### src/sem4_pkg.sv
package sem4_pkg;

   localparam int MAX_LINE_WORDS = 2048;
   localparam int ADDR_W         = $clog2(MAX_LINE_WORDS);
   localparam int WORD_W         = 32;
   localparam int PIX_W          = 8;
   localparam int LANES          = WORD_W / PIX_W;
   localparam int TAPS           = 9;
   localparam int CFG_W          = 12;
   localparam int DIM_W          = CFG_W + 1;
   localparam int CSR_INDEX_W    = 1;
   localparam int MIN_DIM        = 3;

   localparam logic [CFG_W-1:0] LINE_WORDS_RESET  = CFG_W'(1440);
   localparam logic [CFG_W-1:0] FRAME_LINES_RESET = CFG_W'(1080);

   typedef enum logic [CSR_INDEX_W-1:0] {
      CSR_LINE_WORDS  = 1'b0,
      CSR_FRAME_LINES = 1'b1
   } csr_index_type;

   // one 3x3 neighborhood of one lane, row-major from top left
   typedef logic [TAPS-1:0][PIX_W-1:0] taps_type;

   // both line stores share one address, so they live in one wide entry
   typedef struct packed {
      logic [WORD_W-1:0] upper;
      logic [WORD_W-1:0] middle;
   } line_pair_type;

   typedef struct packed {
      logic emit;
      logic eol;
      logic eof;
   } tag_type;

endpackage

### src/sem4_lane.sv
module sem4_lane
   import sem4_pkg::*;
(
   input  logic              clock,
   input  logic              en,
   input  taps_type          taps,
   output logic [PIX_W-1:0]  mag
);

   localparam int SUM_W  = PIX_W + 2;
   localparam int GRAD_W = SUM_W + 1;

   logic [SUM_W-1:0]         top_sum, bot_sum, left_sum, right_sum;
   logic signed [GRAD_W-1:0] gx_in, gy_in, gx_ff, gy_ff;
   logic [SUM_W-1:0]         abs_x, abs_y;
   logic [GRAD_W-1:0]        total;
   logic [PIX_W-1:0]         mag_in, mag_ff;

   always_comb begin
      top_sum   = SUM_W'(taps[0]) + SUM_W'({taps[1], 1'b0}) + SUM_W'(taps[2]);
      bot_sum   = SUM_W'(taps[6]) + SUM_W'({taps[7], 1'b0}) + SUM_W'(taps[8]);
      left_sum  = SUM_W'(taps[0]) + SUM_W'({taps[3], 1'b0}) + SUM_W'(taps[6]);
      right_sum = SUM_W'(taps[2]) + SUM_W'({taps[5], 1'b0}) + SUM_W'(taps[8]);
      gx_in     = $signed({1'b0, top_sum}) - $signed({1'b0, bot_sum});
      gy_in     = $signed({1'b0, left_sum}) - $signed({1'b0, right_sum});
   end

   always_comb begin
      abs_x  = gx_ff[GRAD_W-1] ? SUM_W'(-gx_ff) : SUM_W'(gx_ff);
      abs_y  = gy_ff[GRAD_W-1] ? SUM_W'(-gy_ff) : SUM_W'(gy_ff);
      total  = GRAD_W'(abs_x) + GRAD_W'(abs_y);
      mag_in = total[GRAD_W-1:3];
   end

   always_ff @(posedge clock) begin
      if (en) begin
         gx_ff  <= gx_in;
         gy_ff  <= gy_in;
         mag_ff <= mag_in;
      end
   end

   assign mag = mag_ff;

endmodule

### config.mk
export PLATFORM = sky130hd
export DESIGN_NAME = sem4_lane
export DESIGN_NICKNAME = d
export VERILOG_FILES = /design/src/sem4_pkg.sv /design/src/sem4_lane.sv
export SDC_FILE = /design/constraint.sdc
export NUM_CORES = 1
export LEC_CHECK = 0
export BUFFER_PORTS_ARGS = -buffer_cell sky130_fd_sc_hd__buf_2
export CAP_MARGIN = 25
export CORE_ASPECT_RATIO = 0.75
export CORE_UTILIZATION = 57
export DETAILED_ROUTE_END_ITERATION = 16
export HOLD_SLACK_MARGIN = 0.1
export PLACE_DENSITY_LB_ADDON = 0.08
export SLEW_MARGIN = 10
export SYNTH_ARGS = -nofsm -noshare
export SYNTH_HDL_FRONTEND = slang
export SYNTH_SLANG_ARGS = --single-unit
### constraint.sdc
create_clock -name clock -period 4 [get_ports clock]
set_input_delay 0 -clock clock [delete_from_list [all_inputs] [get_ports clock]]
set_output_delay 0 -clock clock [all_outputs]
set_load 0.01 [all_outputs]
# Word level (Yosys, flattened, before mapping)
# Index checks and enable logic that the tools add are counted.
[totals] ff_bits=30 in_bits=74
[classes] n_addsub=13 muxes=2
[ops] operator="adder 10 x 8 -> 10 bit" count=4
[ops] operator="adder 8 x 9 -> 10 bit" count=4
[ops] operator="subtractor 10 x 10 -> 11 bit" count=2
[ops] operator="2-to-1 mux 10 bit" count=2
[ops] operator="negator 10 bit" count=2
[ops] operator="adder 10 x 10 -> 11 bit" count=1

# Longest topological paths before layout
# Gate-level depths: netlist of run 1.
[logic_depth] depth_word=3 depth_mapped=15 depth_no_buf=15

# Worst setup path before layout of run 1
# No wires, ideal clock.
[synth_timing] kind="input port to flip-flop" start="in taps[50] (netlist name)" end="reg gx_ff[9] (data pin)" arrival_ps=3043 required_time_ps=3738 setup_slack_ps=695 path_stages=12 path_buffers=0 path_cell_list="inv_1 fa_1 fa_1 inv_1 fa_1 inv_1 fa_1 a211o_1 a21o_1 a211oi_1 o21bai_1 xor2_1"
[synth_via] elab_chain_len=3
[synth_lines] element="start, declared" line_no="sem4_lane.sv:6" source="input taps_type taps,"
[synth_lines] element="adder 8 x 9 -> 10 bit" line_no="sem4_lane.sv:21" source="bot_sum = SUM_W'(taps[6]) + SUM_W'({taps[7], 1'b0}) + SUM_W'(taps[8]);"
[synth_lines] element="adder 10 x 8 -> 10 bit" line_no="sem4_lane.sv:21"
[synth_lines] element="subtractor 10 x 10 -> 11 bit" line_no="sem4_lane.sv:24" source="gx_in = $signed({1'b0, top_sum}) - $signed({1'b0, bot_sum});"
[synth_lines] element="via gx_in[9]" line_no="sem4_lane.sv:14" source="logic signed [GRAD_W-1:0] gx_in, gy_in, gx_ff, gy_ff;"
[synth_lines] element="end signal, assigned" line_no="sem4_lane.sv:37" source="gx_ff <= gx_in;"
[synth_lines] element="end, declared" line_no="sem4_lane.sv:14"
# The timed path passes the listed nets, and every way through them passes these cells.
# A chain may end at the register's enable or synchronous reset.

# Worst setup path in the final report of run 1
# Ends and elaborated chain as after synthesis.

==> impl_metrics.ini, run 1 <==
[clocking]
clk_pin_slew_ns = 0.06
cts_tree = built
hold_buffers = 0
postCtsSetupBuffers = 0
cts_root_buf = clkbuf_8
post_cts_resized = 0
ctsLongestPathBuffers = 2
cts_made_buffers = 5
htreeDepth = 2
cts.sinks = 30
clock_latency_ns = 0.28

[global_routing]
grt_usage_pct = 20.35
gr-total-overflow = 0
antenna_found_initial = 0
grt_max_degree = 31
grt_pass1_vias = 2862
grt_pass1_wl_mm = 11.81

[detailed_routing]
ant_nets = 0
dr.first_iter.drc_count = 93
viasPerCell = 4.808
avgRoutedWirePerCell_um = 11.44
met1_length_mm = 3.016
routed.top_layer = met4
met2_length_mm = 3.002
met3_length_um = 207
post-route-drc-count = 2
dr.pass1.iters = 12
vias = 2649
wl_mm = 6.303

[floorplanning]
start_util_pct = 60.81
fp.dieArea_um2 = 7282
die_h_um = 74.15
fp-row-count = 25
core_region_area_um2 = 6506
io-pin-count = 82
die_w_um = 98.20

[timing]
worst_pin_slew_ns = 0.6347
finalSetupViolCount = 0
slew_viol_final = 0
maxSlewHeadroom_pct = 57.69
timing.fmax_mhz = 296.8
layout_worst_path_cycle_share_pct = 84.22
final.min_clock_period_ns = 3.369
hold_viol = 0
finClkSkew_ns = 0.002163
finalSetupTns_ns = 0
setup_slack_ns = 0.6312
rsz0062_at_grt = false

[worst_setup_path]
crit_path_top_delay_cell = fa_1
critPathBufInv = 4
worstPathCellList = buf_2 > inv_1 > fa_1 > fa_1 > inv_1 > fa_1 > inv_1 > fa_1 > a211o_1 > a21o_1 > a211oi_1 > o21bai_1 > xor2_1
crit_required_ns = 4.02
cp-end-kind = flop
crit_type = input pin to flop
cp_common_cell = fa_1
start_kind = input pin
max_stage_delay_ns = 0.55
worstPathArrival_ns = 3.39
crit_family = adder cells
crit_fanout = 3

[yosys]
syn_area_per_cell_um2 = 10.09
synth_area_leaders = fa_1, edfxtp_1, inv_1, ha_1, xnor2_1
synthesis.area_um2 = 3956
ys_ff_latch = 30
synth.area.mux_share_pct = 0.2530
synth_top_area_share_pct = 31.37
synth_simple_gate_area_share_pct = 6.135
synth.distinct_cells = 34
yosysSeqAreaShare_pct = 22.77
synth_top_family_by_area = adder cells
synthAdderAreaFrac_pct = 42.44
yosys.area.top_type = fa_1
synth_compound_gate_area_share_pct = 9.045
synth_cells = 392
ys_warn_count = 0
synthXorXnorAreaFrac_pct = 7.306
synth_nets = 563

[status]
violations = DRC
outcome = finished, violations left

[cells_and_area]
nNetsFinal = 641
final_cell_mix = inv_1, buf_2, fa_1
drive_above_1_share_pct = 16.81
utilization_pct = 69.04
area_delta_synth_final_pct = 13.54
num_antenna_cells = 0
design_area_um2 = 4492
mostFrequentLayoutCell = inv_1

[power_and_ir_drop]
leakage_nw = 2.318
power_mw = 3.406
power.density_nw_per_um2 = 758.2
vdd_drop_max_mv = 0.2957

[flow_run]
maxCapViolCount = 0

[placement]
post_dp_cell_area_um2 = 4415
dp_slack_ns = 0.3568
dp.final_hpwl_mm = 5.609
place_congestion = 0.7950
io_buffer_count = 73

[worst_hold_path]
hp-class = input pin to flop
-- cell usage after synthesis --
master and n:
edfxtp_1 30, o21ai_0 10, o31ai_2 1, o21a_1 4, nand4_1 1, or2_1 1
or4_1 2, a21boi_0 2, a31oi_1 3, nand3_1 3, nor3b_1 2, nor4_1 2
nor2_1 13, xnor2_1 24, a211o_1 1, ha_1 35, nor2b_1 3, a21oi_1 14
o22ai_1 1, nand2b_1 4, o41ai_1 1, a21o_1 6, or3_1 2, o21bai_1 2
xor2_1 9, a311o_1 1, inv_1 125, mux2i_1 1, a211oi_1 4, o31ai_1 5
clkbuf_1 2, nor3_1 6, fa_1 62, nand2_1 10
-- tightest hold or removal path, cell delays in order --
cell	delay [ns]
buf_2	0.09
inv_1	0.13
ha_1	0.15
-- power breakdown --
part / leakage, nW / total (mW) / internal, mW / switching (mW)
sequential: 0.294 / 0.807 / 0.694 / 0.113
clock: 0.0383 / 0.218 / 0.119 / 0.0987
combinational: 1.99 / 2.38 / 1.12 / 1.26
-- worst paths after layout --
path / from / endpoint / slack (ns) / cells after the start
worst min-delay path: taps[17] / gy_ff[0] / 0.20 / 3
worst min register to register: gy_ff[9] / mag[7] / 0.77 / 3
worst max register to register: gx_ff[0] / mag[7] / 1.09 / 9
worst max-delay path: taps[50] / gx_ff[9] / 0.63 / 13
-- metrics by stage --
step                instances  hold WS [ns]
floorplan                 392        0.1125
finish                    551        0.2002
global route              551        0.2178
global placement          544        0.4082
CTS                       551        0.1949
detailed placement        544        0.4092
-- logic make-up after synthesis --
family          Yosys count
mux                       1
xor+xnor                 33
simple gates             49
buf+inv                 127
flops                    30
compound gates           55
fa+ha+maj                97
-- routing by layer --
metal / up-vias / GRT usage [%]
met5: - / 0
met4: 0 / 4.975
met3: 8 / 3.102
met2: 58 / 37.79
met1: 1215 / 25.64
li1: 1368 / -
-- sequential cells by signal, indices dropped and copies added, names as in the netlist --
| name | cells |
|---|---|
| gx_ff | 11 |
| gy_ff | 11 |
| mag | 8 |
-- final cells by class --
type,instances,area [µm²]
Multi-Input combinational cell,235,2579
Fill cell,523,2014
Sequential cell,30,900.9
Inverter,125,469.2
Timing Repair Buffer,73,365.4
Tap cell,81,101.3
Clock buffer,7,76.32
Note: power is estimated with default switching activity, not from simulation.
==> run 2: changes to the inputs <==
- ABC_AREA: unset -> 1
- CORE_UTILIZATION: 57 -> 58
- clock period: 4 -> 3.1 ns (I/O delays scaled with it)
==> impl_metrics.ini, run 2 <==
[worst_setup_path]
reg2reg_slack_ns = 0.57
worstPathCellList = buf_2 > inv_1 > fa_1 > inv_1 > fa_1 > inv_1 > fa_1 > inv_1 > ha_1 > inv_1 > fa_1 > o21ai_2 > nand2_1 > nand3_1 > nand2_1
crit_required_ns = 3.15
crit_fanout = 3
crit_type = input pin to flop
worstPathArrival_ns = 2.91
crit_path_top_delay_cell = fa_1
start_kind = input pin
max_stage_delay_ns = 0.55
cp_common_cell = inv_1
r2r_end = mag[6]
worstReg2RegStart = gx_ff[0]
reg2reg_depth = 11
cp-end-kind = flop

[timing]
worst_pin_slew_ns = 0.6819
rsz0062_at_grt = false
finalSetupViolCount = 0
maxSlewHeadroom_pct = 54.54
slew_viol_final = 0
final.min_clock_period_ns = 2.857
finClkSkew_ns = 0.006921
whs_ns = 0.2021
hold_viol = 0
timing.fmax_mhz = 350.0
layout_worst_path_cycle_share_pct = 92.16

[clocking]
cts.sinks = 30
cts_root_buf = clkbuf_8
clk_pin_slew_ns = 0.07
clock_latency_ns = 0.29
postCtsSetupBuffers = 0
ctsLongestPathBuffers = 2
htreeDepth = 2
cts_made_buffers = 5
cts_tree = built
post_cts_resized = 0
hold_buffers = 0

[cells_and_area]
nNetsFinal = 765
mostFrequentLayoutCell = inv_1
drive_above_1_share_pct = 14.31
final_cell_mix = inv_1, nand2_1, buf_2
utilization_pct = 69.61
design_area_um2 = 4846
fillers = 592
area_delta_synth_final_pct = 13.31
num_antenna_cells = 0

[yosys]
synth_simple_gate_area_share_pct = 15.30
synthAdderAreaFrac_pct = 39.26
syn_area_per_cell_um2 = 8.320
yosys.area.top_type = fa_1
yosysSeqAreaShare_pct = 21.06
synth_cells = 514
yosysMostFrequentCell = inv_1
synthXorXnorAreaFrac_pct = 4.710
ys_ff_latch = 30
ys_warn_count = 0
synth_area_leaders = fa_1, edfxtp_1, inv_1, ha_1, nand2_1
synth_nets = 685
synth_flop_cell = edfxtp_1
synth_top_family_by_area = adder cells
synthesis.area_um2 = 4277
async_reset_ff_share_pct = 0
synth_edf_count = 30
synth.area.mux_share_pct = 0
synth.distinct_cells = 24
synth_compound_gate_area_share_pct = 4.974
synth_common_cells = inv_1, nand2_1, fa_1
synth_top_area_share_pct = 29.02

[detailed_routing]
vias = 3319
viasPerCell = 4.796
dr.pass1.iters = 5
post-route-drc-count = 0
dr.first_iter.drc_count = 205
avgRoutedWirePerCell_um = 11.90
wl_mm = 8.234
ant_nets = 0

[worst_hold_path]
hold_depth = 3
holdCritStartpoint = taps[49]
hold_path_end = gx_ff[0]
hp-class = input pin to flop

[global_routing]
gr-total-overflow = 0
antenna_found_initial = 0
grt_pass1_vias = 3428
grt_max_degree = 31
grt_pass1_wl_mm = 14.96
grt_usage_pct = 25.08

[floorplanning]
core_region_area_um2 = 6962
die_h_um = 76.37
fp.dieArea_um2 = 7724
die_w_um = 101.2
fp-row-count = 26
start_util_pct = 61.43
io-pin-count = 82

[power_and_ir_drop]
power_mw = 5.139
power.density_nw_per_um2 = 1060
leakage_nw = 2.780
vdd_drop_max_mv = 0.5929

[status]
outcome = complete, no violations

[placement]
place_congestion = 0.8601
dp.final_hpwl_mm = 7.267
io_buffer_count = 73
post_dp_cell_area_um2 = 4767

[flow_run]
maxCapViolCount = 0
[run 2: cell families (layout without fill, tap and decap cells)]
family | count (synthesis) | in the layout
buffers and inverters | 167 | 247
and+or+nand+nor | 161 | 161
adders and majority gates | 97 | 97
AOI/OAI and AO/OA | 36 | 36
DFF | 30 | 30
xor gates and xnor gates | 23 | 23
[run 2: metal layers]
layer	part of all wire, %	wire length, µm	GRT usage [%]	vias to the layer above
met4	1.4	119	5.507	0
met2	48	3917	43.06	104
li1	-	-	-	1678
met5	0	0	0	-
met1	46	3797	33.60	1523
met3	4.8	399	3.670	14
[run 2: power by group]
| part | switching (mW) | internal, mW |
|---|---|---|
| combinational | 2.38 | 1.48 |
| sequential | 0.114 | 0.874 |
| clock | 0.144 | 0.150 |
| total | 2.63 | 2.51 |
[run 2: critical path: cells and delay by family]
| kind | cells | cell delay, ns |
|---|---|---|
| simple gates | 3 | 0.26 |
| buf+inv | 6 | 0.44 |
| compound gates | 1 | 0.28 |
| fa+ha+maj | 5 | 1.93 |
[run 2: stage by stage]
| step | instances | setup WS (ns) | TNS [ns] |
|---|---|---|---|
| after CTS | 692 | 0.2576 | 0 |
| after global routing | 692 | 0.07683 | 0 |
| after floorplan | 514 | 0.2842 | 0 |
| final | 692 | 0.2430 | 0 |
| after detailed placement | 685 | -0.03984 | -0.09563 |
| after global placement | 685 | 0.03887 | 0 |
[run 2: area by class of cell]
type | count | area (µm²) | share of cell area [%]
Multi-Input combinational cell | 317 | 2748 | 56.70
Inverter | 166 | 623.1 | 12.86
Clock buffer | 5 | 68.82 | 1.420
Tap cell | 98 | 122.6 | 2.530
Sequential cell | 30 | 900.9 | 18.59
Clock inverter | 2 | 10.01 | 0.2066
Timing Repair Buffer | 74 | 372.9 | 7.694
[run 2: worst max-delay path by stage]
stage | start | to | slack [ns]
floorplan | taps[50] | gx_ff[7] | 0.28
global placement | taps[18] | gy_ff[9] | 0.04
detailed placement | taps[0] | gy_ff[9] | -0.04
CTS | taps[0] | gy_ff[9] | 0.26
global route | taps[0] | gy_ff[7] | 0.08
finish | taps[0] | gy_ff[9] | 0.24
==> run 3: changes to the inputs <==
- ABC_AREA: 1 -> 0
- CORE_UTILIZATION: 58 -> 57
==> impl_metrics.ini, run 3 (synthesized netlist as in run 1, its figures left out) <==
[floorplanning]
io-pin-count = 82
die_h_um = 74.15
die_w_um = 98.20
fp.dieArea_um2 = 7282
fp-row-count = 25
core_region_area_um2 = 6506
start_util_pct = 60.81

[timing]
final.min_clock_period_ns = 3.007
whs_ns = 0.2567
finClkSkew_ns = 0.004566
timing.fmax_mhz = 332.5
setup_slack_ns = 0.09292
finalSetupViolCount = 0
maxSlewHeadroom_pct = 55.49
hold_viol = 0
slew_viol_final = 0
layout_worst_path_cycle_share_pct = 97.00
worst_pin_slew_ns = 0.6676

[cells_and_area]
fillers = 517
finalNonFillerCells = 583
drive_above_1_share_pct = 24.50
design_area_um2 = 4763
nNetsFinal = 673
num_antenna_cells = 0
utilization_pct = 73.21
mostFrequentLayoutCell = inv_1
area_delta_synth_final_pct = 20.40
final_cell_mix = inv_1, buf_2, fa_1

[detailed_routing]
dr.first_iter.drc_count = 99
wl_mm = 7.000
avgRoutedWirePerCell_um = 12.01
vias = 2833
post-route-drc-count = 0
dr.pass1.iters = 6
viasPerCell = 4.859
ant_nets = 0

[placement]
place_congestion = 0.8283
dp_slack_ns = -0.3233
dp.cells = 575
dp.final_hpwl_mm = 6.276
post_dp_cell_area_um2 = 4661
io_buffer_count = 73

[global_routing]
grt_usage_pct = 21.53
antenna_found_initial = 0
grt_util_met2_pct = 39.75
busiest_layer = met2
gr-total-overflow = 0
grt_use_met3_pct = 3.759
grt_pass1_wl_mm = 12.24
grt_pass1_vias = 2873
grt_use_met1_pct = 26.72
grt_max_degree = 31

[worst_setup_path]
start_kind = input pin
reg2reg_depth = 9
crit_type = input pin to flop
worstReg2RegStart = gx_ff[0]
crit_required_ns = 3.13
crit_fanout = 2
reg2reg_slack_ns = 0.20
cp-end-kind = flop
worstPathArrival_ns = 3.03
r2r_end = mag[7]

[power_and_ir_drop]
switchingPower_mw = 2.001
power_frac_seq_pct = 21.9
vdd_drop_max_mv = 0.4460
p_sw_share_pct = 42.17
comb_power_share_pct = 72.1
power.density_nw_per_um2 = 996.3
pwr-share-clk_pct = 6.1
p_int_mw = 2.744
leakage_nw = 2.467

[clocking]
hold_buffers = 0
cts_made_buffers = 5
ctsLongestPathBuffers = 2
clock_latency_ns = 0.28
cts_tree = built
cts.sinks = 30
cts_root_buf = clkbuf_8
htreeDepth = 2
clk_pin_slew_ns = 0.06

[worst_hold_path]
hold_path_end = gy_ff[0]
hold_depth = 4
hp-class = input pin to flop
holdCritStartpoint = taps[17]

[status]
outcome = complete, no violations

[flow_run]
maxCapViolCount = 0
## run 3: worst max path at each step
stage,start,to,slack [ns],depth (start not counted)
5_1_grt,taps[66],gy_ff[8],-0.02,13
3_3_place_gp,taps[18],gy_ff[10],-0.25,13
6_report,taps[50],gx_ff[9],0.09,13
4_1_cts,taps[66],gy_ff[10],0.03,13
2_1_floorplan,taps[0],gx_ff[9],-0.02,12
3_5_place_dp,taps[66],gy_ff[10],-0.32,13
## run 3: power by group through the flow
stage | registers (mW) | clock network (mW) | logic, mW
after floorplan | 1.03 | 0 | 2.49
after global placement | 1.04 | 0 | 3.27
after detailed placement | 1.05 | 0 | 3.36
after CTS | 1.04 | 0.295 | 3.39
after global routing | 1.07 | 0.310 | 3.90
final | 1.04 | 0.288 | 3.42
## run 3: layout make-up
class                      instances  area [µm²]  area share, %
tap                               81       101.3          2.128
multi-input combinational        235        2610          54.79
sequential                        30       900.9          18.91
clock buffer                       7       76.32          1.602
timing repair buffer             105       605.6          12.71
inverter                         125       469.2          9.850
## run 3: worst max-delay path: stages
cell,delay [ns]
buf_2,0.10
inv_1,0.07
fa_1,0.53
fa_1,0.52
inv_1,0.05
fa_1,0.49
inv_2,0.05
fa_2,0.35
a211o_1,0.30
a21o_1,0.18
a211oi_2,0.16
o21bai_1,0.10
xor2_1,0.14
## run 3: through the flow
step                power, mW  TNS (ns)
floorplan               3.517  -0.02115
finish                  4.746         0
detailed placement      4.405    -1.448
global route            5.272  -0.01995
global placement        4.309    -1.024
CTS                     4.722         0
## run 3: what timing repair did
action	4_1_cts	5_1_grt
resized for setup	1	7
gates cloned	0	0
endpoints found under the setup margin	1	4
pin swaps	0	7
buffers inserted	0	1
## run 3: layer usage
metal / share of wire, % / vias to the layer above / wire (µm)
met2: 49 / 83 / 3417
li1: - / 1438 / -
met5: 0 / - / 0
met1: 46 / 1302 / 3208
met4: 1.4 / 0 / 96
met3: 4.0 / 10 / 278
